**src/sv/irts_fifo.sv**
```systemverilog
// ============================================================================
// irts_fifo: small register queue
// Decouples the request front from the shear datapath.
// ============================================================================
module irts_fifo #(
  parameter int unsigned Width = 8,
  parameter int unsigned Depth = 4
) (
  input  logic             clk_i,
  input  logic             rst_ni,
  input  logic             push_i,
  input  logic [Width-1:0] wdata_i,
  output logic             full_o,
  input  logic             pop_i,
  output logic             valid_o,
  output logic [Width-1:0] rdata_o
);

  localparam int unsigned PtrW = (Depth > 1) ? $clog2(Depth) : 1;
  localparam int unsigned CntW = $clog2(Depth + 1);

  logic [Width-1:0] slot_q [Depth];
  logic [PtrW-1:0]  wr_ptr_q, wr_ptr_d;
  logic [PtrW-1:0]  rd_ptr_q, rd_ptr_d;
  logic [CntW-1:0]  cnt_q, cnt_d;
  logic             do_push, do_pop;

  assign full_o  = (cnt_q == CntW'(Depth));
  assign valid_o = (cnt_q != '0);
  assign rdata_o = slot_q[rd_ptr_q];
  assign do_push = push_i && !full_o;
  assign do_pop  = pop_i && valid_o;

  // Pointer and fill bookkeeping.
  always_comb begin
    wr_ptr_d = wr_ptr_q;
    rd_ptr_d = rd_ptr_q;
    cnt_d    = cnt_q;
    if (do_push) begin
      wr_ptr_d = (wr_ptr_q == PtrW'(Depth - 1)) ? '0 : wr_ptr_q + PtrW'(1);
    end
    if (do_pop) begin
      rd_ptr_d = (rd_ptr_q == PtrW'(Depth - 1)) ? '0 : rd_ptr_q + PtrW'(1);
    end
    if (do_push && !do_pop) begin
      cnt_d = cnt_q + CntW'(1);
    end else if (do_pop && !do_push) begin
      cnt_d = cnt_q - CntW'(1);
    end
  end

  always_ff @(posedge clk_i or negedge rst_ni) begin
    if (!rst_ni) begin
      wr_ptr_q <= '0;
      rd_ptr_q <= '0;
      cnt_q    <= '0;
    end else begin
      wr_ptr_q <= wr_ptr_d;
      rd_ptr_q <= rd_ptr_d;
      cnt_q    <= cnt_d;
    end
  end

  // Storage slots carry no reset.
  always_ff @(posedge clk_i) begin
    if (do_push) begin
      slot_q[wr_ptr_q] <= wdata_i;
    end
  end

endmodule

```
**config.mk**
```make
export PLATFORM = sky130hd
export DESIGN_NAME = irts_fifo
export DESIGN_NICKNAME = d
export VERILOG_FILES = /design/src/sv/irts_fifo.sv
export SDC_FILE = /design/constraint.sdc
export NUM_CORES = 1
export LEC_CHECK = 0
export BUFFER_PORTS_ARGS = -buffer_cell sky130_fd_sc_hd__buf_4
export CORE_MARGIN = 8
export CORE_UTILIZATION = 25
export CTS_BUF_LIST = sky130_fd_sc_hd__clkbuf_4 sky130_fd_sc_hd__clkbuf_8
export DETAILED_ROUTE_END_ITERATION = 12
export PLACE_DENSITY = 0.41
export REMOVE_ABC_BUFFERS = 1
export SYNTH_ARGS = -nofsm -noshare
export SYNTH_HDL_FRONTEND = slang
export SYNTH_SLANG_ARGS = --single-unit
```
**constraint.sdc**
```tcl
create_clock -name clk_i -period 2.46 [get_ports clk_i]
set_input_delay 0 -clock clk_i [delete_from_list [all_inputs] [get_ports clk_i]]
set_output_delay 0 -clock clk_i [all_outputs]
set_load 0.02 [all_outputs]
```
# --- Yosys cells after proc, flatten, opt, wreduce, memory -nomap -nowiden ---
# Memory sizes are Yosys's and may differ from the RTL's.
# Index checks and enable logic that the tools add are counted.
word_totals:
  in_bits: 12
  out_inout_bits: 10
  reg_bits: 7
  ram_bits: 32
  elab_cells: 26
  memories: 1
op_classes:
  eq_ne: 3
  reduce_logical: 9
  add_sub_neg: 4
  n_mux: 6
mem_list:
  columns: ["memory", "depth", "word_bits", "rd", "rd_ports_with_merged_regs", "wr", "line", "source"]
  rows:
  - ["slot_q", 4, 8, 1, 0, 1, "22", "logic [Width-1:0] slot_q [Depth];"]
op_table:
  columns: ["cell", "count"]
  rows:
  - ["$mux 3", 2]
  - ["$add 2x1->2 const B", 2]
  - ["$eq 2x2->1 const B", 2]
  - ["$logic_and 1x1->1", 4]
  - ["$mux 2", 2]
  - ["$add 3x1->3 const B", 1]
  - ["$eq 3x3->1 const B", 1]
  - ["$logic_not 1->1", 3]
  - ["$reduce_bool 3->1", 1]
  - ["$sub 3x1->3 const B", 1]
  - ["$mux 1", 2]
  - ["$reduce_bool 2->1", 1]

# --- Logic depth before layout (Yosys ltp) ---
# Gate-level depths: netlist (run 1).
depth:
  ltp_word: 7
  ltp_mapped: 9
  depth_no_buf: 8

# --- Worst setup path before layout (run 1) ---
# No wires, ideal clock.
synth_timing:
  path_type: "reg-to-reg"
  from: "register cnt_q[0]"
  to: "register cnt_q[2]"
  stages_incl_launch_ff: 9
  path_buffers: 0
  synth_period_minus_slack_ns: 2.056
  setup_time_ns: 0.079
  path_slack_ns: 0.404
  required_time_ns: 2.381
  arrival_time_ns: 1.977
  path_cell_list: "dfrtp_1 or3_4 nand2_4 ha_1 inv_1 fa_1 xor2_1 nor2_1 xor2_1"
synth_via:
  elab_cells_between_ends: 14
  classes_between: "add/sub: 2; eq/ne: 1; mux: 2; reduce/logical: 9"
synth_rtl:
  columns: ["item", "line", "source"]
  rows:
  - ["start, declared", "25", "logic [CntW-1:0] cnt_q, cnt_d;"]
  - ["start signal, assigned", "60", "cnt_q <= cnt_d;"]
  - ["$reduce_bool 3->1 (*)", "29", "assign valid_o = (cnt_q != '0);"]
  - ["net valid_o", "15", "output logic valid_o,"]
  - ["$logic_and 1x1->1 (*)", "32", "assign do_pop = pop_i && valid_o;"]
  - ["$logic_not 1->1", "45", "if (do_push && !do_pop) begin"]
  - ["$logic_and 1x1->1", "45", null]
  - ["$mux 3 / $reduce_bool 2->1 (equally long branches)", null, null]
# The timed path passes the listed nets; every way through them passes the cells marked *. The select of a mux whose other input is x is not followed.
# A chain may end at the register's enable or synchronous reset.

# --- Worst setup path after layout (run 1) ---
layout_timing:
  from: "register cnt_q[0]"
  to: "register cnt_q[2]"
layout_via:
  elab_chain_len: 6
  elab_cells_between_ends: 14
  classes_between: "add/sub: 2; eq/ne: 1; mux: 2; reduce/logical: 9"
layout_rtl:
  columns: ["item"]
  rows:
  - ["parallel branches: the longest is 6 deep, another holds $sub 3x1->3"]
# Several ways; the timed one is not identified. The select of a mux whose other input is x is not followed.

==> results by group, run 1 <==
Setup path
  – CP Cell Sequence: or3_4 > nand2_4 > ha_1 > inv_1 > fa_1 > xor2_1 > nor2_1 > xor2_1
  – CP Capture Type: flip-flop
  – CP required: 2.67 ns
  – Arr. time, crit path: 2.30 ns
  – Critical path type: flip-flop to flip-flop
  – CP top delay family: simple AND/OR/NAND/NOR gates
  – Cell mode on critical path: xor2_1
  – Max incr delay on CP: 0.46 ns
  – Worst-path fanout max: 4
  – Crit-path slowest cell: dfrtp_1
  – Crit start category: flip-flop
  – CP bufs+invs: 1

Global route
  – Global-route congestion overflow total: 0
  – GR Util All Layers: 6.68%
  – First-pass GRT wire length: 4880 microns
  – Largest net degree at the start of global routing: 13
  – Initial antenna violation count: 0
  – Vias in the first global route: 919

Timing
  – Slew headroom: 55.3%
  – # setup viols final: 0
  – Final worst-path cycle share: 85.0%
  – RSZ-0062 raised after global routing: no
  – Worst slew pin tran: 0.671 ns
  – Post-route minimum period: 2.09 ns
  – Setup Skew: 0.00300 ns
  – Fmax: 0.478 GHz
  – Setup TNS Final: 0 ns
  – Fin. Hold Viols: 0
  – Slew Limit Fails: 0
  – Setup ws final: 0.369 ns

Synth
  – Unique cell type count in the Yosys netlist: 19
  – Synth top area share: 58.9%
  – Synth Instances: 79
  – Most common cell in the netlist: edfxtp_1
  – Top_reg_cell synth: edfxtp_1
  – YS warnings: 0
  – EDFF count, synth: 32
  – Synth top cells by count: edfxtp_1, mux4_2, dfrtp_1
  – Syn_area_per_cell: 20.7 sq um
  – Synth async-reset ratio: 17.9%
  – Cell accounting for the most synthesized area: edfxtp_1
  – Area contributors post-synth: edfxtp_1, mux4_2, dfrtp_1
  – #FFs+latches synth: 39
  – Sequential share of the synthesized area: 69.6%
  – Mapped cell area: 0.00163 sq mm

Floorplanning
  – FP Rows: 29
  – Ports: 22
  – Core area: 0.00635 sq mm
  – Die Wd: 96.8 microns
  – Die ar.: 0.00937 sq mm
  – Die height: 96.8 microns
  – Starting Density: 25.7%

Placement
  – RePlAce Congestion: 0.636
  – Post-placement cell area: 0.00187 sq mm
  – Setup slack at placement: 0.363 ns
  – DP HPWL: 1970 microns
  – IO buf count: 21

Clock network
  – CTS tree: built
  – # clock sinks: 39
  – Root buf cell: clkbuf_8
  – Clk pin slew, worst setup/hold paths: 0.07 ns
  – Postcts setup bufs: 0
  – CTS Buffer Depth: 2
  – CTS Buf Count: 5
  – Post-cts resize count: 0
  – Hold_buf cts: 9
  – H-tree levels: 2
  – Worst-Skew Late Latency: 0.28 ns

Drt
  – Via density: 4.20
  – 1st-iter DRT viols: 27
  – DRC Markers: 0
  – DR pass1 iterations: 2
  – Via count: 802
  – Routed length per instance: 15.2 microns
  – Total routed wirelength: 2910 microns
  – Antenna Nets Post-Route: 0

Power and ir drop
  – Worst vdd ir: 0.000466 V
  – Power, Total: 2440 uW
  – Leak: 0.000772 uW
  – Power per cell area: 1180 mW/mm^2

Worst hold path
  – Hold Crit Class: input port to asynchronous set/reset pin

Outcome
  – Status: finished, final reports clean

Final layout
  – Design Area, Final: 0.00206 sq mm
  – Layout cells sized above 1: 43.0%
  – Inserted Diodes: 0
  – P&R area growth vs syn: 26.5%
  – Fin util: 32.5%
  – Nets: 132

Run
  – Max-cap violations: 0
[layout make-up]
type | instances | area, sq um
clock buffer | 5 | 68.8
clock inverter | 3 | 38.8
fill | 614 | 4290
inverter | 3 | 11.3
multi-input combinational | 34 | 464
sequential | 39 | 1140
tap | 77 | 96.3
timing repair buffer | 30 | 248
[layer usage]
layer	vias up	part of all wire [%]	wire [microns]	track usage, %
met5	-	0	0	0
met3	4	4.2	122	2.70
met2	17	52	1510	11.4
met4	0	1.3	39	2.84
li1	367	-	-	-
met1	414	42	1230	7.10
[metrics by stage]
step / std cells / hold WS, ns
CTS: 191 / 0.0467
detailed placement: 174 / -0.177
floorplan: 76 / -0.296
global placement: 174 / -0.173
finish: 191 / 0.0589
global route: 191 / 0.0634
[final timing paths]
check,end,slack [ns],from,cells past startpoint
setup reg to reg,cnt_q[2],0.37,cnt_q[0],8
min in group clk_i,rd_ptr_q[1],0.08,pop_i,3
setup / recovery,cnt_q[2],0.37,cnt_q[0],8
hold / removal,cnt_q[1],0.06,rst_ni,2
hold reg to reg,cnt_q[2],0.50,cnt_q[2],1
max in group asynchronous,rd_ptr_q[0],2.28,rst_ni,2
[placed cells by master, fill, tap and decap left out, drive strengths merged]
| cell type | n |
|---|---|
| nor2 | 3 |
| nand2 | 1 |
| bufinv | 1 |
| mux2 | 5 |
| dlygate4sd3 | 9 |
| clkbuf | 5 |
| fa | 1 |
| xor2 | 2 |
| and2 | 4 |
| inv | 3 |
| dfrtp | 7 |
| or3 | 1 |
| nor2b | 1 |
| buf | 21 |
| nor3b | 1 |
| mux4 | 8 |
| edfxtp | 32 |
| ha | 6 |
| xnor2 | 1 |
| clkinv | 2 |
[state kept, by name (all words and copies together), names as in the netlist]
register	cells
slot_q	32
rd_ptr_q	2
cnt_q	3
wr_ptr_q	2
[worst register-to-register path: stages, from the launching register on]
cell and delay, ns:
dfrtp_1 0.46, or3_4 0.44, nand2_4 0.10, ha_1 0.18
inv_1 0.06, fa_1 0.37, xor2_1 0.17, nor2_1 0.11
xor2_1 0.14
[report_power, final]
group / switching (uW) / internal, uW
clock network: 214 / 297
logic: 392 / 475
registers: 168 / 893
total: 774 / 1660
[cells by family (layout without fill, tap and decap cells)]
family,count (synthesis),count (layout),share of synthesized area (%)
buffers and inverters,6,41,1.92
muxes,13,13,15.4
and+or+nand+nor,11,11,5.60
DFF,39,39,69.6
adders and majority gates,7,7,5.83
xor gates and xnor gates,3,3,1.61
Power figures use the tool's default switching activity.
==> inputs of run 2 (changes only) <==
ABC_AREA = 1   (was unset)
clock period = 2.1 ns   (was 2.46 ns; I/O delays follow)
==> run 2 against run 1 <==
  * Combinational power is 42% higher
  * Highest routed layer unchanged
  * Total power is 23% higher
  * Clock power is 19% higher
  * Routed wire length is 18% higher
  * Worst setup slack worse by 0.057 ns
  * Sequential power is 10% higher
  * Clock skew hardly changed
  * Die area is 6.3% higher
  * Largest cell class unchanged
  * Clock-buffer cell count stayed put
  * Sequential share of layout area is 4.4 points lower
  * Global-route usage is 1.0 points higher
==> results by group, run 2 <==
Outcome
  – Status: finished, final reports clean (unchanged)

Placement
  – Setup slack at placement: 0.310 ns (was 0.363 ns)
  – RePlAce Congestion: 0.886 (was 0.636)
  – IO buf count: 21 (unchanged)
  – Number of cells after detailed placement: 270 (was 174)
  – DP HPWL: 2440 microns (was 1970 microns)

Drt
  – Total routed wirelength: 3440 microns (was 2910 microns)
  – 1st-iter DRT viols: 25 (was 27)
  – Met2 WL: 1760 microns (was 1510 microns)
  – Via density: 3.92 (was 4.20)
  – Via count: 1,133 (was 802)
  – Antenna Nets Post-Route: 0 (unchanged)
  – DRC Markers: 0 (unchanged)
  – Routed length per instance: 11.9 microns (was 15.2 microns)
  – Met3 WL post-DR: 143 microns (was 122 microns)
  – WL met1: 1510 microns (was 1230 microns)
  – DR pass1 iterations: 4 (was 2)
  – Max layer used: met4 (unchanged)

Synth
  – Synth Area in Adders: 5.42% (was 5.83%)
  – #FFs+latches synth: 39 (unchanged)
  – Synth top area share: 54.8% (was 58.9%)
  – Post-Synth Simple-Gate Area: 12.7% (was 5.60%)
  – Syn_area_per_cell: 11.5 sq um (was 20.7 sq um)
  – Top_reg_cell synth: edfxtp_1 (unchanged)
  – Mux cell area share after synthesis: 0% (was 15.4%)
  – Most common cell in the netlist: nand2_1 (was edfxtp_1)
  – YS warnings: 0 (unchanged)
  – Compound-gate portion of the synthesized area: 7.13% (was 0%)
  – Synth top cells by count: nand2_1, edfxtp_1, inv_1 (was edfxtp_1, mux4_2, dfrtp_1)
  – Cell accounting for the most synthesized area: edfxtp_1 (unchanged)
  – Synth async-reset ratio: 17.9% (unchanged)
  – Unique cell type count in the Yosys netlist: 17 (was 19)
  – EDFF count, synth: 32 (unchanged)
  – Area contributors post-synth: edfxtp_1, dfrtp_1, nand2_1 (was edfxtp_1, mux4_2, dfrtp_1)
  – Sequential share of the synthesized area: 64.8% (was 69.6%)
  – Mapped cell area: 0.00175 sq mm (was 0.00163 sq mm)
  – XOR/XNOR share of the synthesized area: 0.499% (was 1.61%)
  – Synth Instances: 153 (was 79)
  – Largest family of logic cells by synthesized area: simple AND/OR/NAND/NOR gates (was multiplexers)

Run
  – Max-cap violations: 0 (unchanged)

Clock network
  – Worst-Skew Late Latency: 0.28 ns (about the same)
  – Clk pin slew, worst setup/hold paths: 0.07 ns (about the same)
  – Post-cts resize count: 0 (unchanged)
  – Root buf cell: clkbuf_8 (unchanged)
  – # clock sinks: 39 (unchanged)
  – CTS Buf Count: 5 (unchanged)
  – CTS Buffer Depth: 2 (unchanged)
  – H-tree levels: 2 (unchanged)
  – CTS tree: built (unchanged)

Final layout
  – Commonest non-fill, non-tap cell in the layout: nand2_1 (was edfxtp_1)
  – Most flop-heavy register: slot_q (unchanged)
  – Layout cells sized above 1: 21.8% (was 43.0%)
  – Commonest non-fill, non-tap cells in the layout: nand2_1, edfxtp_1, inv_1, buf_4, o211ai_1 (was edfxtp_1, buf_4, dlygate4sd3_1)
  – Max FFs per register: 32 (unchanged)
  – Finished Layout Cells: 289 (was 191)
  – Regs by FF count: slot_q x32, cnt_q x3 (unchanged)
  – P&R area growth vs syn: 27.8% (was 26.5%)
  – Nets: 211 (was 132)
  – Inserted Diodes: 0 (unchanged)

Timing
  – # setup viols final: 0 (unchanged)
  – Final worst-path cycle share: 85.1% (was 85.0%)
  – Fmax: 0.559 GHz (was 0.478 GHz)
  – Setup Skew: 0.00258 ns (was 0.00300 ns)
  – RSZ-0062 raised after global routing: no (unchanged)
  – Slew headroom: 66.5% (was 55.3%)
  – Setup TNS Final: 0 ns (unchanged)
  – Fin. Hold Viols: 0 (unchanged)
  – Setup ws final: 0.312 ns (was 0.369 ns)
  – Post-route minimum period: 1.79 ns (was 2.09 ns)
  – Slew Limit Fails: 0 (unchanged)
  – Worst slew pin tran: 0.502 ns (was 0.671 ns)

Setup path
  – Critical path type: flip-flop to flip-flop (unchanged)
  – CP required: 2.27 ns (was 2.67 ns)
  – Worst-path fanout max: 7 (was 4)
  – CP Cell Sequence: inv_2 > nand3_2 > nand2_2 > inv_2 > ha_1 > inv_1 > fa_1 > nand2_1 > o21ai_0 (was or3_4 > nand2_4 > ha_1 > inv_1 > fa_1 > xor2_1 > nor2_1 > xor2_1)
  – Crit-path slowest cell: dfrtp_1 (unchanged)
  – Arr. time, crit path: 1.96 ns (was 2.30 ns)
  – Cell mode on critical path: inv_2 (was xor2_1)
  – Crit start category: flip-flop (unchanged)
  – CP Capture Type: flip-flop (unchanged)
  – Max incr delay on CP: 0.43 ns (was 0.46 ns)

Floorplanning
  – Core area: 0.00679 sq mm (was 0.00635 sq mm)
  – Ports: 22 (unchanged)
  – Die ar.: 0.00995 sq mm (was 0.00937 sq mm)
  – FP Rows: 30 (was 29)
  – Starting Density: 25.8% (was 25.7%)
  – Die Wd: 99.8 microns (was 96.8 microns)
  – Die height: 99.8 microns (was 96.8 microns)

Power and ir drop
  – Clock share of power: 20.2% (was 21.0%)
  – Cell internal pwr: 1880 uW (was 1660 uW)
  – Leak: 0.000964 uW (was 0.000772 uW)
  – Power per cell area: 1340 mW/mm^2 (was 1180 mW/mm^2)
  – Power share of the sequential group: 38.9% (was 43.5%)
  – Comb power frac: 41.0% (was 35.5%)
  – Worst vdd ir: 0.000744 V (was 0.000466 V)
  – Sw Share: 37.6% (was 31.8%)
  – NetSw: 1130 uW (was 774 uW)

Global route
  – Initial antenna violation count: 0 (unchanged)
  – Vias in the first global route: 1,290 (was 919)
  – First-pass GRT wire length: 5950 microns (was 4880 microns)
  – Global-route congestion overflow total: 0 (unchanged)
  – Largest net degree at the start of global routing: 33 (was 13)
  – GR Util All Layers: 7.70% (was 6.68%)

Worst hold path
  – Hold Crit Class: input port to asynchronous set/reset pin (unchanged)
-- run 2: cell types whose count changed in the layout (fill, tap and decap cells not counted), moves of 5 or more --
cell / previous run / this run
inv_1: 3 / 26
nand3_1: 0 / 5
buf_4: 21 / 26
nand2_1: 0 / 38
o211ai_1: 0 / 16
mux4_2: 8 / 0
inv_2: 0 / 5
-- run 2: critical path, delay by kind of cell, from the launching register on --
| kind | cells | cell delay [ns] |
|---|---|---|
| adder cells (fa/ha/maj) | 2 | 0.62 |
| flip-flops | 1 | 0.43 |
| AND/OR/NAND/NOR | 3 | 0.32 |
| buffers and inverters | 3 | 0.23 |
| AO/OA/AOI/OAI | 1 | 0.07 |
-- run 2: power by group through the flow --
stage | sequential (uW) | clock (uW) | combinational [uW]
finish | 1170 | 607 | 1230
global route | 1200 | 660 | 1410
CTS | 1170 | 630 | 1280
detailed placement | 1190 | 0 | 1250
global placement | 1180 | 0 | 1210
floorplan | 1200 | 0 | 722
-- run 2: per-stage QoR --
| step | hold WS [ns] | power (uW) | util (%) | area (sq um) |
|---|---|---|---|---|
| after floorplan | -0.296 | 1930 | - | 1700 |
| after global placement | -0.181 | 2390 | 29.7 | 2020 |
| after detailed placement | -0.182 | 2450 | 29.7 | 2020 |
| after CTS | 0.0493 | 3080 | 33.0 | 2240 |
| after global routing | 0.0629 | 3270 | 33.0 | 2240 |
| final | 0.0568 | 3010 | 33.0 | 2240 |
-- run 2: timing repair --
item                                   4_1_cts  5_1_grt
hold buffers                                11        0
endpoints found under the hold margin       43        0
setup endpoints to repair                    0        0
setup buffers                                0        0
-- run 2: layer usage --
layer	vias up	GRT usage (%)
li1	581	-
met1	528	8.03
met2	19	14.2
met3	5	2.72
met4	0	2.10
met5	-	0
-- run 2: logic make-up after synthesis --
| logic type | count (synthesis) |
|---|---|
| DFF | 39 |
| xor gates and xnor gates | 1 |
| buffers and inverters | 36 |
| and+or+nand+nor | 53 |
| AOI/OAI and AO/OA | 17 |
| adders and majority gates | 7 |
-- run 2: final timing paths --
path / slack (ns) / endpoint / startpoint / cells after the start
setup / recovery: 0.31 / cnt_q[1] / cnt_q[0] / 9
hold / removal: 0.06 / cnt_q[2] / rst_ni / 2
setup reg to reg: 0.31 / cnt_q[1] / cnt_q[0] / 9
hold reg to reg: 0.54 / wr_ptr_q[1] / wr_ptr_q[1] / 2
max in group asynchronous: 1.92 / wr_ptr_q[1] / rst_ni / 2
min in group clk_i: 0.46 / slot_q[2][4] / wdata_i[4] / 2
-- run 2: area by class of cell --
class	count	area, sq um
fillers	681	4550
flip-flops and latches	39	1140
multi-input cells	78	452
repair buffers	37	305
well taps	96	120
inverters	31	116
clock buffers	5	68.8
clock inverters	3	43.8
