$ cat src/sv/irts_pkg.sv
// ============================================================================
// irts_pkg: shared definitions for the three-shear image rotator
// Register indexes, request kinds, field widths and the frame size clamp.
// ============================================================================
package irts_pkg;

  // Pixel and configuration widths.
  localparam int unsigned PixW       = 32;
  localparam int unsigned ShearW     = 16;
  localparam int unsigned CfgSizeW   = 9;
  localparam int unsigned CfgIdxW    = 2;
  localparam int unsigned CfgDataW   = 16;

  // Default frame limits and the size registers' reset value.
  localparam int unsigned MaxWidthDef  = 256;
  localparam int unsigned MaxHeightDef = 256;
  localparam int unsigned SizeReset    = 256;

  // The shift is rounded from a product scaled by 2^15 (Q1.14 times 2*pos).
  localparam int unsigned SkewShift = 15;
  localparam int unsigned SkewHalf  = 16384;

  // Depth of the queue between the front and the back.
  localparam int unsigned QueueDepth = 4;

  // Configuration register indexes.
  typedef enum logic [CfgIdxW-1:0] {
    REG_FRAME_WIDTH  = 2'd0,
    REG_FRAME_HEIGHT = 2'd1,
    REG_SHEAR_X      = 2'd2,
    REG_SHEAR_Y      = 2'd3
  } reg_idx_e;

  // Request kinds carried on the input side band.
  typedef enum logic {
    ACT_LOAD = 1'b0,
    ACT_READ = 1'b1
  } action_e;

  // Shear factors handed from the register bank to the datapath.
  typedef struct packed {
    logic signed [ShearW-1:0] x;
    logic signed [ShearW-1:0] y;
  } shear_t;

  // Saturate a frame size register to 1..maxv.
  function automatic int unsigned clamp_size(input logic [CfgSizeW-1:0] v,
                                             input int unsigned maxv);
    int unsigned u;
    u = 32'(v);
    if (u == 0) begin
      return 1;
    end
    if (u > maxv) begin
      return maxv;
    end
    return u;
  endfunction

endpackage

$ cat src/sv/irts_front.sv
// ============================================================================
// irts_front: register bank and request front
// Holds the configuration, tracks load and read positions, and turns each
// accepted request into a queue entry for the shear datapath.
// ============================================================================
module irts_front #(
  parameter int unsigned MAX_WIDTH  = 256,
  parameter int unsigned MAX_HEIGHT = 256,
  localparam int unsigned XW   = $clog2(MAX_WIDTH),
  localparam int unsigned YW   = $clog2(MAX_HEIGHT),
  localparam int unsigned SWX  = $clog2(MAX_WIDTH + 1),
  localparam int unsigned SWY  = $clog2(MAX_HEIGHT + 1),
  localparam int unsigned AW   = $clog2(MAX_WIDTH * MAX_HEIGHT),
  localparam int unsigned EntW = 2 + XW + YW + AW + irts_pkg::PixW
) (
  input  logic                          clk_i,
  input  logic                          rst_ni,
  input  logic                          cfg_we_i,
  input  logic [irts_pkg::CfgIdxW-1:0]  cfg_idx_i,
  input  logic [irts_pkg::CfgDataW-1:0] cfg_wdata_i,
  input  logic                          s_tvalid_i,
  output logic                          s_tready_o,
  input  logic [irts_pkg::PixW-1:0]     s_tdata_i,
  input  logic                          s_tuser_i,
  output logic                          push_o,
  output logic [EntW-1:0]               entry_o,
  input  logic                          full_i,
  output irts_pkg::shear_t              shear_o,
  output logic [SWX-1:0]                eff_w_o,
  output logic [SWY-1:0]                eff_h_o
);

  import irts_pkg::*;

  localparam int unsigned PW   = $clog2(MAX_WIDTH * MAX_HEIGHT + 1);
  localparam int unsigned CntW = $clog2(PW);

  typedef struct packed {
    logic            is_read;
    logic            last;
    logic [XW-1:0]   x;
    logic [YW-1:0]   y;
    logic [AW-1:0]   addr;
    logic [PixW-1:0] pixel;
  } entry_t;

  typedef enum logic [3:0] {
    ST_SETTLE = 4'b0001,
    ST_CLAMP  = 4'b0010,
    ST_DIV    = 4'b0100,
    ST_RUN    = 4'b1000
  } state_e;

  state_e          state_q, state_d;
  logic [SWX-1:0]  eff_w_q;
  logic [SWY-1:0]  eff_h_q;
  shear_t          shear_q;
  logic [PW-1:0]   count_q, count_d;
  logic [PW-1:0]   ld_pos_q, ld_pos_d;
  logic [PW-1:0]   rd_pos_q, rd_pos_d;
  logic [XW-1:0]   rd_x_q, rd_x_d;
  logic [YW-1:0]   rd_y_q, rd_y_d;
  logic [PW-1:0]   dvd_q, dvd_d;
  logic [PW-1:0]   quo_q, quo_d;
  logic [SWX-1:0]  rem_q, rem_d;
  logic [CntW-1:0] cnt_q, cnt_d;
  logic [SWX:0]    rem_sh;
  logic            rem_ge;
  logic [SWX-1:0]  rem_next;
  logic [PW-1:0]   quo_next;
  logic            accept;
  logic            rd_last;
  logic            ld_last;
  entry_t          entry;

  assign s_tready_o = (state_q == ST_RUN) && !full_i;
  assign accept     = s_tvalid_i && s_tready_o;
  assign rd_last    = (rd_pos_q == count_q - PW'(1));
  assign ld_last    = (ld_pos_q == count_q - PW'(1));
  assign shear_o    = shear_q;
  assign eff_w_o    = eff_w_q;
  assign eff_h_o    = eff_h_q;

  // Configuration registers; sizes are stored already saturated.
  always_ff @(posedge clk_i or negedge rst_ni) begin
    if (!rst_ni) begin
      eff_w_q <= SWX'(clamp_size(CfgSizeW'(SizeReset), MAX_WIDTH));
      eff_h_q <= SWY'(clamp_size(CfgSizeW'(SizeReset), MAX_HEIGHT));
      shear_q <= '0;
    end else if (cfg_we_i) begin
      unique case (reg_idx_e'(cfg_idx_i))
        REG_FRAME_WIDTH: begin
          eff_w_q <= SWX'(clamp_size(cfg_wdata_i[CfgSizeW-1:0], MAX_WIDTH));
        end
        REG_FRAME_HEIGHT: begin
          eff_h_q <= SWY'(clamp_size(cfg_wdata_i[CfgSizeW-1:0], MAX_HEIGHT));
        end
        REG_SHEAR_X: begin
          shear_q.x <= $signed(cfg_wdata_i);
        end
        REG_SHEAR_Y: begin
          shear_q.y <= $signed(cfg_wdata_i);
        end
        default: begin
          shear_q <= shear_q;
        end
      endcase
    end
  end

  // One restoring division step for re-deriving the read coordinates.
  always_comb begin
    rem_sh   = {rem_q, dvd_q[PW-1]};
    rem_ge   = (rem_sh >= {1'b0, eff_w_q});
    rem_next = rem_ge ? SWX'(rem_sh - {1'b0, eff_w_q}) : SWX'(rem_sh);
    quo_next = {quo_q[PW-2:0], rem_ge};
  end

  // Position tracking: settle the pixel count, restart stale positions,
  // split the read position into column and row, then serve requests.
  always_comb begin
    state_d  = state_q;
    count_d  = count_q;
    ld_pos_d = ld_pos_q;
    rd_pos_d = rd_pos_q;
    rd_x_d   = rd_x_q;
    rd_y_d   = rd_y_q;
    dvd_d    = dvd_q;
    quo_d    = quo_q;
    rem_d    = rem_q;
    cnt_d    = cnt_q;
    unique case (state_q)
      ST_SETTLE: begin
        count_d = PW'(eff_w_q) * PW'(eff_h_q);
        state_d = ST_CLAMP;
      end
      ST_CLAMP: begin
        if (ld_pos_q >= count_q) begin
          ld_pos_d = '0;
        end
        if (rd_pos_q >= count_q) begin
          rd_pos_d = '0;
          rd_x_d   = '0;
          rd_y_d   = '0;
          state_d  = ST_RUN;
        end else begin
          dvd_d   = rd_pos_q;
          quo_d   = '0;
          rem_d   = '0;
          cnt_d   = CntW'(PW - 1);
          state_d = ST_DIV;
        end
      end
      ST_DIV: begin
        dvd_d = {dvd_q[PW-2:0], 1'b0};
        quo_d = quo_next;
        rem_d = rem_next;
        cnt_d = cnt_q - CntW'(1);
        if (cnt_q == '0) begin
          rd_x_d  = XW'(rem_next);
          rd_y_d  = YW'(quo_next);
          state_d = ST_RUN;
        end
      end
      ST_RUN: begin
        if (accept) begin
          if (action_e'(s_tuser_i) == ACT_READ) begin
            if (rd_last) begin
              rd_pos_d = '0;
              rd_x_d   = '0;
              rd_y_d   = '0;
            end else begin
              rd_pos_d = rd_pos_q + PW'(1);
              if (SWX'(rd_x_q) + SWX'(1) == eff_w_q) begin
                rd_x_d = '0;
                rd_y_d = rd_y_q + YW'(1);
              end else begin
                rd_x_d = rd_x_q + XW'(1);
              end
            end
          end else begin
            ld_pos_d = ld_last ? '0 : ld_pos_q + PW'(1);
          end
        end
      end
      default: begin
        state_d = ST_SETTLE;
      end
    endcase
    // Any register write re-derives the count and positions.
    if (cfg_we_i) begin
      state_d = ST_SETTLE;
    end
  end

  always_ff @(posedge clk_i or negedge rst_ni) begin
    if (!rst_ni) begin
      state_q  <= ST_SETTLE;
      count_q  <= '0;
      ld_pos_q <= '0;
      rd_pos_q <= '0;
      rd_x_q   <= '0;
      rd_y_q   <= '0;
      cnt_q    <= '0;
    end else begin
      state_q  <= state_d;
      count_q  <= count_d;
      ld_pos_q <= ld_pos_d;
      rd_pos_q <= rd_pos_d;
      rd_x_q   <= rd_x_d;
      rd_y_q   <= rd_y_d;
      cnt_q    <= cnt_d;
    end
  end

  // Divider working registers.
  always_ff @(posedge clk_i) begin
    dvd_q <= dvd_d;
    quo_q <= quo_d;
    rem_q <= rem_d;
  end

  // Queue entry for the accepted request.
  always_comb begin
    entry.is_read = (action_e'(s_tuser_i) == ACT_READ);
    entry.last    = rd_last;
    entry.x       = rd_x_q;
    entry.y       = rd_y_q;
    entry.addr    = AW'(ld_pos_q);
    entry.pixel   = s_tdata_i;
  end

  assign push_o  = accept;
  assign entry_o = entry;

  // While serving, both positions lie inside the frame.
  assert property (@(posedge clk_i) disable iff (!rst_ni)
    state_q == ST_RUN |-> (rd_pos_q < count_q) && (ld_pos_q < count_q))
    else $error("position outside the frame while serving requests");

  // The read column stays inside the row.
  assert property (@(posedge clk_i) disable iff (!rst_ni)
    state_q == ST_RUN |-> SWX'(rd_x_q) < eff_w_q)
    else $error("read column past the frame width");

  // A register write always forces the count to be recomputed.
  assert property (@(posedge clk_i) disable iff (!rst_ni)
    cfg_we_i |=> state_q == ST_SETTLE)
    else $error("register write did not restart position settling");

endmodule

$ cat config.mk
export PLATFORM = sky130hd
export DESIGN_NAME = irts_front
export DESIGN_NICKNAME = d
export VERILOG_FILES = /design/src/sv/irts_pkg.sv /design/src/sv/irts_front.sv
export SDC_FILE = /design/constraint.sdc
export NUM_CORES = 1
export LEC_CHECK = 0
export BUFFER_PORTS_ARGS = -buffer_cell sky130_fd_sc_hd__buf_2
export CAP_MARGIN = 20
export CORE_ASPECT_RATIO = 0.6
export CORE_MARGIN = 3
export CORE_UTILIZATION = 40
export CTS_CLUSTER_DIAMETER = 80
export CTS_CLUSTER_SIZE = 40
export DETAILED_ROUTE_END_ITERATION = 8
export SLEW_MARGIN = 20
export SYNTH_ARGS = -nofsm -noshare
export SYNTH_HDL_FRONTEND = slang
export SYNTH_SLANG_ARGS = --single-unit
$ cat constraint.sdc
create_clock -name clk_i -period 5.32 [get_ports clk_i]
set_input_delay 0.798 -clock clk_i [delete_from_list [all_inputs] [get_ports clk_i]]
set_output_delay 0.798 -clock clk_i [all_outputs]
set_load 0.005 [all_outputs]
== Word level (Yosys, flattened, before mapping) ==
Index checks and enable logic that the tools add are counted.

* Add/subtract/negate cells: 8
* Multipliers: 1
* Magnitude comparators: 4
* Equality and inequality tests: 20
* Mux-type cells: 54
* Reductions and logical operators: 19

{| class="wikitable"
|+ Operators by type and width
! cell !! number
|-
| $mux W17 || 9
|-
| $pmux W17 S2 || 3
|-
| $mux W8 || 11
|-
| $mux W9 || 7
|-
| $pmux W8 S3 || 2
|-
| $add A17 B1 Y17 const B || 2
|-
| $eq A17 B17 Y1 || 2
|-
| $ge A17 B17 Y1 || 2
|-
| $pmux W9 S2 || 1
|-
| $mul A9 B9 Y17 || 1
|-
| $sub A17 B1 Y17 const B || 1
|-
| $add A8 B1 Y8 const B || 2
|-
| $ne A2 B2 Y1 const B || 8
|-
| $pmux W4 S4 || 1
|-
| $pmux W7 S2 || 1
|-
| $mux W1 || 13
|-
| $mux W4 || 3
|-
| $reduce_and A2 Y1 || 6
|-
| $ge A10 B9 Y1 || 1
|-
| $pmux W5 S2 || 1
|-
| $add A8 B1 Y9 const B || 1
|-
| $eq A9 B9 Y1 || 1
|-
| $gt A9 B9 Y1 const B || 1
|-
| $logic_not A9 Y1 || 1
|-
| other kinds (21) || 25
|}

* Bits in registers: 159
* Input bits: 56
* Word-level logic and storage cells: 120

== Longest topological paths before layout ==
Gate-level depths: netlist (run 1).

* Depth in word-level cells: 9
* Mapped depth: 20
* Depth with buffers taken out: 19

== Worst setup path before layout (run 1) ==
No wires, ideal clock.

* Path kind: register to register
* Start point: register eff_w_q[3], in the netlist eff_w_o[3]
* End point: register count_q[15]
* Library setup time: 0.135 ns
* Arrival: 4.386 ns
* Required time: 5.185 ns
* Setup slack: 0.798 ns
* Stages on the path, launching flop included: 19
* Buffers on the path: 1
* Clock period less this slack: 4.522 ns
* Cell sequence: dfrtp_1 clkbuf_1 nand2_1 fa_1 inv_1 fa_1 ha_1 inv_1 fa_1 inv_1 ha_1 a21o_1 a21o_1 a2111oi_0 nor3_1 a41oi_1 a21oi_1 xnor2_1 o21ai_0

* Word-level cells in the longest chain between the ends: 1

{| class="wikitable"
|+ Ends and longest elaborated chain
! item !! line !! RTL
|-
| start, declared || irts_front.sv:55 || <nowiki>logic [SWX-1:0] eff_w_q;</nowiki>
|-
| start signal, assigned || irts_front.sv:87 || <nowiki>eff_w_q <= SWX'(clamp_size(CfgSizeW'(SizeReset), MAX_WIDTH));</nowiki>
|-
| start signal, assigned || irts_front.sv:93 || <nowiki>eff_w_q <= SWX'(clamp_size(cfg_wdata_i[CfgSizeW-1:0], MAX_WIDTH));</nowiki>
|-
| $mul A9 B9 Y17 || irts_front.sv:134 || <nowiki>count_d = PW'(eff_w_q) * PW'(eff_h_q);</nowiki>
|-
| end signal, assigned || irts_front.sv:207 || <nowiki>count_q <= count_d;</nowiki>
|-
| end, declared || irts_front.sv:58 || <nowiki>logic [PW-1:0] count_q, count_d;</nowiki>
|}

Every way passes these cells.
A chain may end at the register's enable or synchronous reset.

== Worst setup path in the final report (run 1) ==
* Start point: register eff_h_q[2], in the netlist eff_h_o[2]
* End point: register count_q[15]

* Word-level cells in the longest chain between the ends: 1

{| class="wikitable"
|+ Ends and longest elaborated chain
! item !! line !! RTL
|-
| start, declared || irts_front.sv:56 || <nowiki>logic [SWY-1:0] eff_h_q;</nowiki>
|-
| start signal, assigned || irts_front.sv:88 || <nowiki>eff_h_q <= SWY'(clamp_size(CfgSizeW'(SizeReset), MAX_HEIGHT));</nowiki>
|-
| start signal, assigned || irts_front.sv:96 || <nowiki>eff_h_q <= SWY'(clamp_size(cfg_wdata_i[CfgSizeW-1:0], MAX_HEIGHT));</nowiki>
|-
| $mul A9 B9 Y17 || irts_front.sv:134 ||
|}

Every way passes these cells.

==> results of run 1 <==
## cells in the final DEF (no fill, tap or decap), types with 6 or more instances in the layout
cell	netlist	routed
sky130_fd_sc_hd__o31ai_1	12	12
sky130_fd_sc_hd__fa_1	50	50
sky130_fd_sc_hd__a21o_1	12	12
sky130_fd_sc_hd__a31o_2	8	8
sky130_fd_sc_hd__nand4_1	24	24
sky130_fd_sc_hd__nor2b_1	13	13
sky130_fd_sc_hd__nand2b_1	14	14
sky130_fd_sc_hd__or2_2	8	8
sky130_fd_sc_hd__o21ai_0	55	55
sky130_fd_sc_hd__a31oi_1	19	19
sky130_fd_sc_hd__xnor2_1	51	51
sky130_fd_sc_hd__nand2_1	178	178
sky130_fd_sc_hd__or3_1	13	13
sky130_fd_sc_hd__buf_4	51	12
sky130_fd_sc_hd__o21ai_1	8	8
sky130_fd_sc_hd__a21oi_1	56	56
sky130_fd_sc_hd__ha_1	86	86
sky130_fd_sc_hd__nor2_1	63	63
sky130_fd_sc_hd__xor2_1	20	20
sky130_fd_sc_hd__or4_1	8	8
sky130_fd_sc_hd__nor4_1	15	14
sky130_fd_sc_hd__nor3_1	41	41
sky130_fd_sc_hd__dfrtp_1	123	123
sky130_fd_sc_hd__a22o_1	8	8
sky130_fd_sc_hd__o2bb2ai_1	8	8
sky130_fd_sc_hd__and2_1	54	54
sky130_fd_sc_hd__o21a_1	6	6
sky130_fd_sc_hd__o22ai_1	6	6
sky130_fd_sc_hd__edfxtp_1	33	33
sky130_fd_sc_hd__clkbuf_16	0	17
sky130_fd_sc_hd__nand3_1	48	48
sky130_fd_sc_hd__mux2_2	41	41
sky130_fd_sc_hd__mux2i_1	10	10
sky130_fd_sc_hd__buf_2	5	108
sky130_fd_sc_hd__and3_1	24	24
sky130_fd_sc_hd__inv_1	128	128
## kinds of logic after synthesis
group | after synthesis | synth area share
AND/OR/NAND/NOR | 532 | 0.207
multiplexers | 51 | 0.0426
buffers and inverters | 265 | 0.0922
flip-flops | 159 | 0.315
adder cells (fa/ha/maj) | 136 | 0.158
AO/OA/AOI/OAI | 262 | 0.135
XOR/XNOR | 73 | 0.0506
## metal layers
layer	global-route usage	share of wire	up-vias
met3	0.0727	0.10	19
li1	-	-	5114
met1	0.355	0.51	5409
met4	0.0315	0.0062	0
met5	0	0	-
met2	0.280	0.38	406
## per-stage QoR
stage,util,std cells
2_1_floorplan,-,1478
5_1_grt,0.448,1911
3_5_place_dp,0.429,1878
3_3_place_gp,0.429,1878
6_report,0.448,1911
4_1_cts,0.447,1910
## worst paths after layout
kind	from	endpoint	slack (ps)	depth (start not counted)
setup / recovery	eff_h_o[2]	count_q[15]	560	17
hold reg to reg	shear_o[12]	shear_o[12]	500	1
hold / removal	rst_ni	count_q[3]	410	1
min in group clk_i	shear_o[12]	shear_o[12]	500	1
setup reg to reg	eff_h_o[2]	count_q[15]	560	17
max in group asynchronous	rst_ni	rd_pos_q[16]	3760	2
## layout make-up
| type | instances | area share |
|---|---|---|
| multi-input cells | 1054 | 0.552 |
| flip-flops and latches | 159 | 0.291 |
| repair buffers | 122 | 0.0459 |
| well taps | 416 | 0.0366 |
| clock inverters | 15 | 0.0106 |
| clock buffers | 17 | 0.0299 |
| inverters | 128 | 0.0338 |
## critical path, delay by kind of cell, from the launching register on
family,cells,cell delay (ps)
buffers and inverters,3,170
XOR/XNOR,1,140
AND/OR/NAND/NOR,2,290
flip-flops,1,540
AO/OA/AOI/OAI,6,1340
adder cells (fa/ha/maj),5,2170
## power breakdown
part | internal, W | total [W] | switching (W)
clock network | 0.000661 | 0.00126 | 0.000597
logic | 0.000935 | 0.00237 | 0.00143
registers | 0.00145 | 0.00181 | 0.000360
total | 0.00305 | 0.00544 | 0.00239
## registers in the layout, indices dropped and copies added (netlist names)
name      cells
dvd_q        17
shear_o      32
rd_x_q        8
quo_q         7
eff_w_o       9
cnt_q         5
rem_q         9
rd_y_q        8
state_q       4
ld_pos_q     17
eff_h_o       9
count_q      17
rd_pos_q     17
==> metrics.log, run 1 <==
[metrics] DRC violations left: 0
[metrics] Synth Cell Area: approximately 13,000 um^2
[metrics] post-synth top area share: 0.234
[metrics] ANT nets after route: 0
[metrics] largest incremental delay on the critical path: 580 ps
[metrics] ordered cell list for the critical path: nand2_1, fa_1, inv_1, fa_1, ha_1, inv_1, fa_1, inv_1, ha_1, a21o_1, a21o_1, a2111oi_0, nor3_1, a41oi_1, a21oi_1, xnor2_1, o21ai_0
[metrics] final setup fails: 0
[metrics] H-tree lvl count: 4
[metrics] initial antenna violation count: 0
[metrics] dominant cell by count in the synthesized netlist: sky130_fd_sc_hd__nand2_1
[metrics] Max Root-Sink Buffers: 2
[metrics] Hold Vio Cnt, Final: 0
[metrics] vertical extent of the die: 147 um
[metrics] total non-filler cell area in the finished layout: roughly 14,000 um^2
[metrics] mean area per synthesized cell: a little under 9 um^2
[metrics] Post-Place Worst Slack: 557 ps
[metrics] library cells used by synthesis: 80
[metrics] share of synthesized flip-flops with an asynchronous set or reset: 0.792
[metrics] number of rows created at floorplan: 50
[metrics] layout cell share with drive strength beyond 1: 0.155
[metrics] final setup TNS: 0 ps
[metrics] Initial Util: 0.415
[metrics] Port Buf Inserts: 109
[metrics] maximum VDD drop: ~0.25 mV
[metrics] Die Footprint: 35,200 um^2
[metrics] RSZ-0062 raised after global routing: false
[metrics] top cells by instance count after synthesis: sky130_fd_sc_hd__nand2_1, sky130_fd_sc_hd__inv_1, sky130_fd_sc_hd__dfrtp_1, sky130_fd_sc_hd__ha_1, sky130_fd_sc_hd__clkbuf_1
[metrics] final wirelength: 37,400 um
[metrics] storage element area: 4150 um^2
[metrics] endpoint type of the worst setup path: flip-flop
[metrics] total power after layout: 0.00544 W
[metrics] Placed Area: 13,600 um^2
[metrics] global-route total usage across every layer: 0.220
[metrics] final weighted congestion in routability-driven placement: 0.949
[metrics] routed wirelength normalized by instance count: 19.6 um
[metrics] die span in x: 240 um
[metrics] wire length of the first global-routing pass: 60,500 um
[metrics] CTS sink cnt: roughly 160
[metrics] top achievable clock speed: 210 MHz
[metrics] Worst setup SP type: flip-flop
[metrics] clock transition at the register clock pins on the worst setup and hold paths after CTS: approximately 70 ps
[metrics] count of maximum capacitance violations: 0
[metrics] vias after detailed routing: 10,948
[metrics] gate count after technology mapping: 1,478
[metrics] antenna fix cells: 0
[metrics] standard cell core area: 31,800 um^2
[metrics] cell at the slowest stage of the critical path: sky130_fd_sc_hd__fa_1
[metrics] DPL Wire Length: between 20,000 and 30,000 um
[metrics] area of combinational cells with multiple inputs: between 7000 and 8000 um^2
[metrics] via density per instance: 5.73
[metrics] number of buffers inserted during clock tree synthesis: 17
[metrics] post-synthesis to final-layout area growth: 8.00%
[metrics] static leakage: 6.49 nW
[metrics] main area contributors after synthesis: sky130_fd_sc_hd__dfrtp_1, sky130_fd_sc_hd__ha_1, sky130_fd_sc_hd__fa_1
[metrics] relative slew slack: 0.372
[metrics] final critical delay including setup and external delays: 4760 ps
[metrics] 1st-iter DRT viols: 1,119
[metrics] GRT Residual Overflow: 0
[metrics] post-route clock period utilization: 0.896
[metrics] CTS tree: done
[metrics] synth warn: 0
[metrics] largest driver fanout on the critical path: 11
[metrics] net count after synthesis: 1,670
[metrics] total power density per cell area: 382 nW/um^2
[metrics] hold bufs inserted after CTS: 0
[metrics] post-layout net count: 1,674
[metrics] prevailing post-synth register cell: sky130_fd_sc_hd__dfrtp_1
[metrics] I/O pin cnt: 174
[metrics] number of register bits inferred by synthesis: 159
[metrics] result of the run: complete, no violations
[metrics] data arrival at the endpoint of the critical path: ~5000 ps
[metrics] number of max-slew violations in the final report: 0
[metrics] Post-synth EDFFs: 33
[metrics] vias in the first global route: 10,490
[metrics] cts repair resizes: 0
[metrics] Slew @ Worst Pin: about 940 ps
[metrics] critical path type: flip-flop to flip-flop
[metrics] Post CTS Setup Buffer Count: 0
[metrics] class of the tightest hold or removal check: primary input to asynchronous set/reset pin
[metrics] cell type contributing the most total cell area after synthesis: sky130_fd_sc_hd__dfrtp_1
[metrics] worst clock skew: 12.4 ps
[metrics] critical path data required time: 5640 ps
[metrics] Initial DRT Pass Iterations: 5
[metrics] final worst slack: 556 ps
[metrics] maximum number of pins on one net before global-route repair: 84
[metrics] share of the yosys chip area belonging to registers: 0.315
[metrics] filler cell count: 3,080
[metrics] CTS Root Buffer Type: sky130_fd_sc_hd__clkbuf_16
[metrics] smallest hold slack: 411 ps
[metrics] clock latency at the later pin of the worst-skew pair: 450 ps
(Power assumes the default switching activity.)
==> inputs of run 2 (changes only) <==
- CORE_MARGIN: 3 -> default
- CORE_UTILIZATION: 40 -> 45
==> run 2 against run 1 <==
Against the previous run: utilization up 4.6 points; sequential power about the same; non-clock buffer count up 2; cell area down 0.21%; sequential share of layout area up 0.062 points; power about the same; die area down 15%; combinational power about the same; register-to-register slack about the same; critical path type unchanged; critical path depth unchanged; sequential cell count unchanged; cell count down 2.0%.
==> metrics.log, run 2 (synthesis results as in run 1) <==
[metrics] result of the run: complete, no violations (unchanged)
[metrics] met1 global-route usage: 0.421 (was 0.355)
[metrics] H-tree lvl count: 4 (unchanged)
[metrics] vias in the first global route: 10,194 (was 10,490)
[metrics] Slew @ Worst Pin: 919 ps (was 937 ps)
[metrics] total power density per cell area: 383 nW/um^2 (was 382 nW/um^2)
[metrics] global route hottest layer: met1 (unchanged)
[metrics] initial antenna violation count: 0 (unchanged)
[metrics] M3 GR Usage: 0.0635 (was 0.0727)
[metrics] 1st-iter DRT viols: 1,081 (was 1,119)
[metrics] top achievable clock speed: 210 MHz (about the same)
[metrics] RSZ-0062 raised after global routing: false (unchanged)
[metrics] DPL Wire Length: 27,600 um (was 28,400 um)
[metrics] global-route total usage across every layer: 0.254 (was 0.220)
[metrics] clock latency at the later pin of the worst-skew pair: 450 ps (about the same)
[metrics] maximum VDD drop: 0.255 mV (was 0.250 mV)
[metrics] largest driver fanout on the critical path: 11 (unchanged)
[metrics] GRT Residual Overflow: 0 (unchanged)
[metrics] post-layout util: 0.494 (was 0.448)
[metrics] filler cell count: 2,723 (was 3,080)
[metrics] Initial Util: 0.458 (was 0.415)
[metrics] static leakage: 6.50 nW (was 6.49 nW)
[metrics] Max Root-Sink Buffers: 2 (unchanged)
[metrics] Hold Vio Cnt, Final: 0 (unchanged)
[metrics] number of rows created at floorplan: 48 (was 50)
[metrics] commonest non-fill, non-tap cells in the layout: sky130_fd_sc_hd__nand2_1, sky130_fd_sc_hd__inv_1, sky130_fd_sc_hd__dfrtp_1 (unchanged)
[metrics] r2r setup slk: 570 ps (was 560 ps)
[metrics] final wirelength: 36,400 um (was 37,400 um)
[metrics] class of the tightest hold or removal check: primary input to asynchronous set/reset pin (unchanged)
[metrics] post-route clock period utilization: 0.893 (was 0.896)
[metrics] critical path data required time: 5650 ps (was 5640 ps)
[metrics] wire length of the first global-routing pass: 59,000 um (was 60,500 um)
[metrics] number of buffers inserted during clock tree synthesis: 17 (unchanged)
[metrics] hold bufs inserted after CTS: 0 (unchanged)
[metrics] final setup TNS: 0 ps (unchanged)
[metrics] post-layout net count: 1,676 (was 1,674)
[metrics] CTS Root Buffer Type: sky130_fd_sc_hd__clkbuf_16 (unchanged)
[metrics] storage element area: 4150 um^2 (unchanged)
[metrics] Post CTS Setup Buffer Count: 0 (unchanged)
[metrics] number of flip-flops in the largest register: 32 (unchanged)
[metrics] standard cell core area: 28,800 um^2 (was 31,800 um^2)
[metrics] ANT nets after route: 0 (unchanged)
[metrics] data arrival at the endpoint of the critical path: 5080 ps (was 5090 ps)
[metrics] CTS sink cnt: 159 (unchanged)
[metrics] post-synthesis to final-layout area growth: 7.77% (was 8.00%)
[metrics] number of max-slew violations in the final report: 0 (unchanged)
[metrics] most common library cell in the layout ignoring fill and taps: sky130_fd_sc_hd__nand2_1 (unchanged)
[metrics] die span in x: 223 um (was 240 um)
[metrics] vias after detailed routing: 10,905 (was 10,948)
[metrics] via density per instance: 5.83 (was 5.73)
[metrics] cts repair resizes: 0 (unchanged)
[metrics] maximum number of pins on one net before global-route repair: 86 (was 84)
[metrics] routed wirelength normalized by instance count: 19.5 um (was 19.6 um)
[metrics] CTS tree: done (unchanged)
[metrics] I/O pin cnt: 174 (unchanged)
[metrics] critical path type: flip-flop to flip-flop (unchanged)
[metrics] final setup fails: 0 (unchanged)
[metrics] worst clock skew: 7.97 ps (was 12.4 ps)
[metrics] smallest hold slack: 428 ps (was 411 ps)
[metrics] Worst setup SP type: flip-flop (unchanged)
[metrics] antenna fix cells: 0 (unchanged)
[metrics] global routing usage on met2: 0.324 (was 0.280)
[metrics] Port Buf Inserts: 109 (unchanged)
[metrics] count of maximum capacitance violations: 0 (unchanged)
[metrics] DRC violations left: 0 (unchanged)
[metrics] relative slew slack: 0.385 (was 0.372)
[metrics] clock transition at the register clock pins on the worst setup and hold paths after CTS: 70 ps (about the same)
[metrics] area of combinational cells with multiple inputs: 7830 um^2 (was 7850 um^2)
[metrics] vertical extent of the die: 135 um (was 147 um)
[metrics] final critical delay including setup and external delays: 4750 ps (was 4760 ps)
[metrics] Initial DRT Pass Iterations: 6 (was 5)
[metrics] layout cell share with drive strength beyond 1: 0.156 (was 0.155)
[metrics] endpoint type of the worst setup path: flip-flop (unchanged)
[metrics] final weighted congestion in routability-driven placement: 0.953 (was 0.949)
[metrics] Die Footprint: 30,000 um^2 (was 35,200 um^2)
==> run 2: final cells by class <==
type                            count  share of cell area
Multi-Input combinational cell   1054               0.551
Sequential cell                   159               0.292
Timing Repair Buffer              124              0.0479
Inverter                          128              0.0338
Clock buffer                       19              0.0335
Tap cell                          375              0.0330
Clock inverter                     13             0.00819
==> run 2: layer usage <==
metal  up-vias  wire length [um]
met5         -                 0
met2       425             13800
met1      5355             19300
met3        19              3150
met4         0               179
li1       5106                 -
==> run 2: worst max-delay path: stages (launching register included) <==
cell and delay [ps]:
sky130_fd_sc_hd__dfrtp_1 550, sky130_fd_sc_hd__nand2_1 130, sky130_fd_sc_hd__fa_1 540, sky130_fd_sc_hd__inv_1 50, sky130_fd_sc_hd__fa_1 460, sky130_fd_sc_hd__ha_1 290, sky130_fd_sc_hd__inv_1 50, sky130_fd_sc_hd__fa_1 580
sky130_fd_sc_hd__inv_1 50, sky130_fd_sc_hd__ha_1 280, sky130_fd_sc_hd__a21o_1 170, sky130_fd_sc_hd__a21o_1 210, sky130_fd_sc_hd__a2111oi_1 450, sky130_fd_sc_hd__nor3_1 150, sky130_fd_sc_hd__a41oi_1 320, sky130_fd_sc_hd__a21oi_1 120
sky130_fd_sc_hd__xnor2_1 140, sky130_fd_sc_hd__o21ai_0 80
==> run 2: per-stage QoR <==
stage	setup WS, ps	total power [W]	instances	instance area, um^2
after floorplan	798	0.00345	1478	13200
after global placement	661	0.00411	1839	13600
after detailed placement	548	0.00413	1839	13600
after CTS	542	0.00541	1871	14200
after global routing	135	0.00581	1872	14200
final	569	0.00543	1872	14200
==> run 2: final timing paths <==
path                             start     endpoint  cells past startpoint
min                             rst_ni   eff_h_o[3]                      1
max reg2reg                 eff_h_o[2]  count_q[15]                     17
max                         eff_h_o[2]  count_q[15]                     17
min in group clk_i         shear_o[24]  shear_o[24]                      1
max in group asynchronous       rst_ni   eff_w_o[8]                      2
min reg2reg                shear_o[24]  shear_o[24]                      1
==> run 2: report_power, final <==
group	internal, W	total [W]	switching (W)	leakage, nW
Clock	0.000672	0.00127	0.000593	0.298
Sequential	0.00145	0.00180	0.000349	1.94
Combinational	0.000939	0.00237	0.00143	4.27
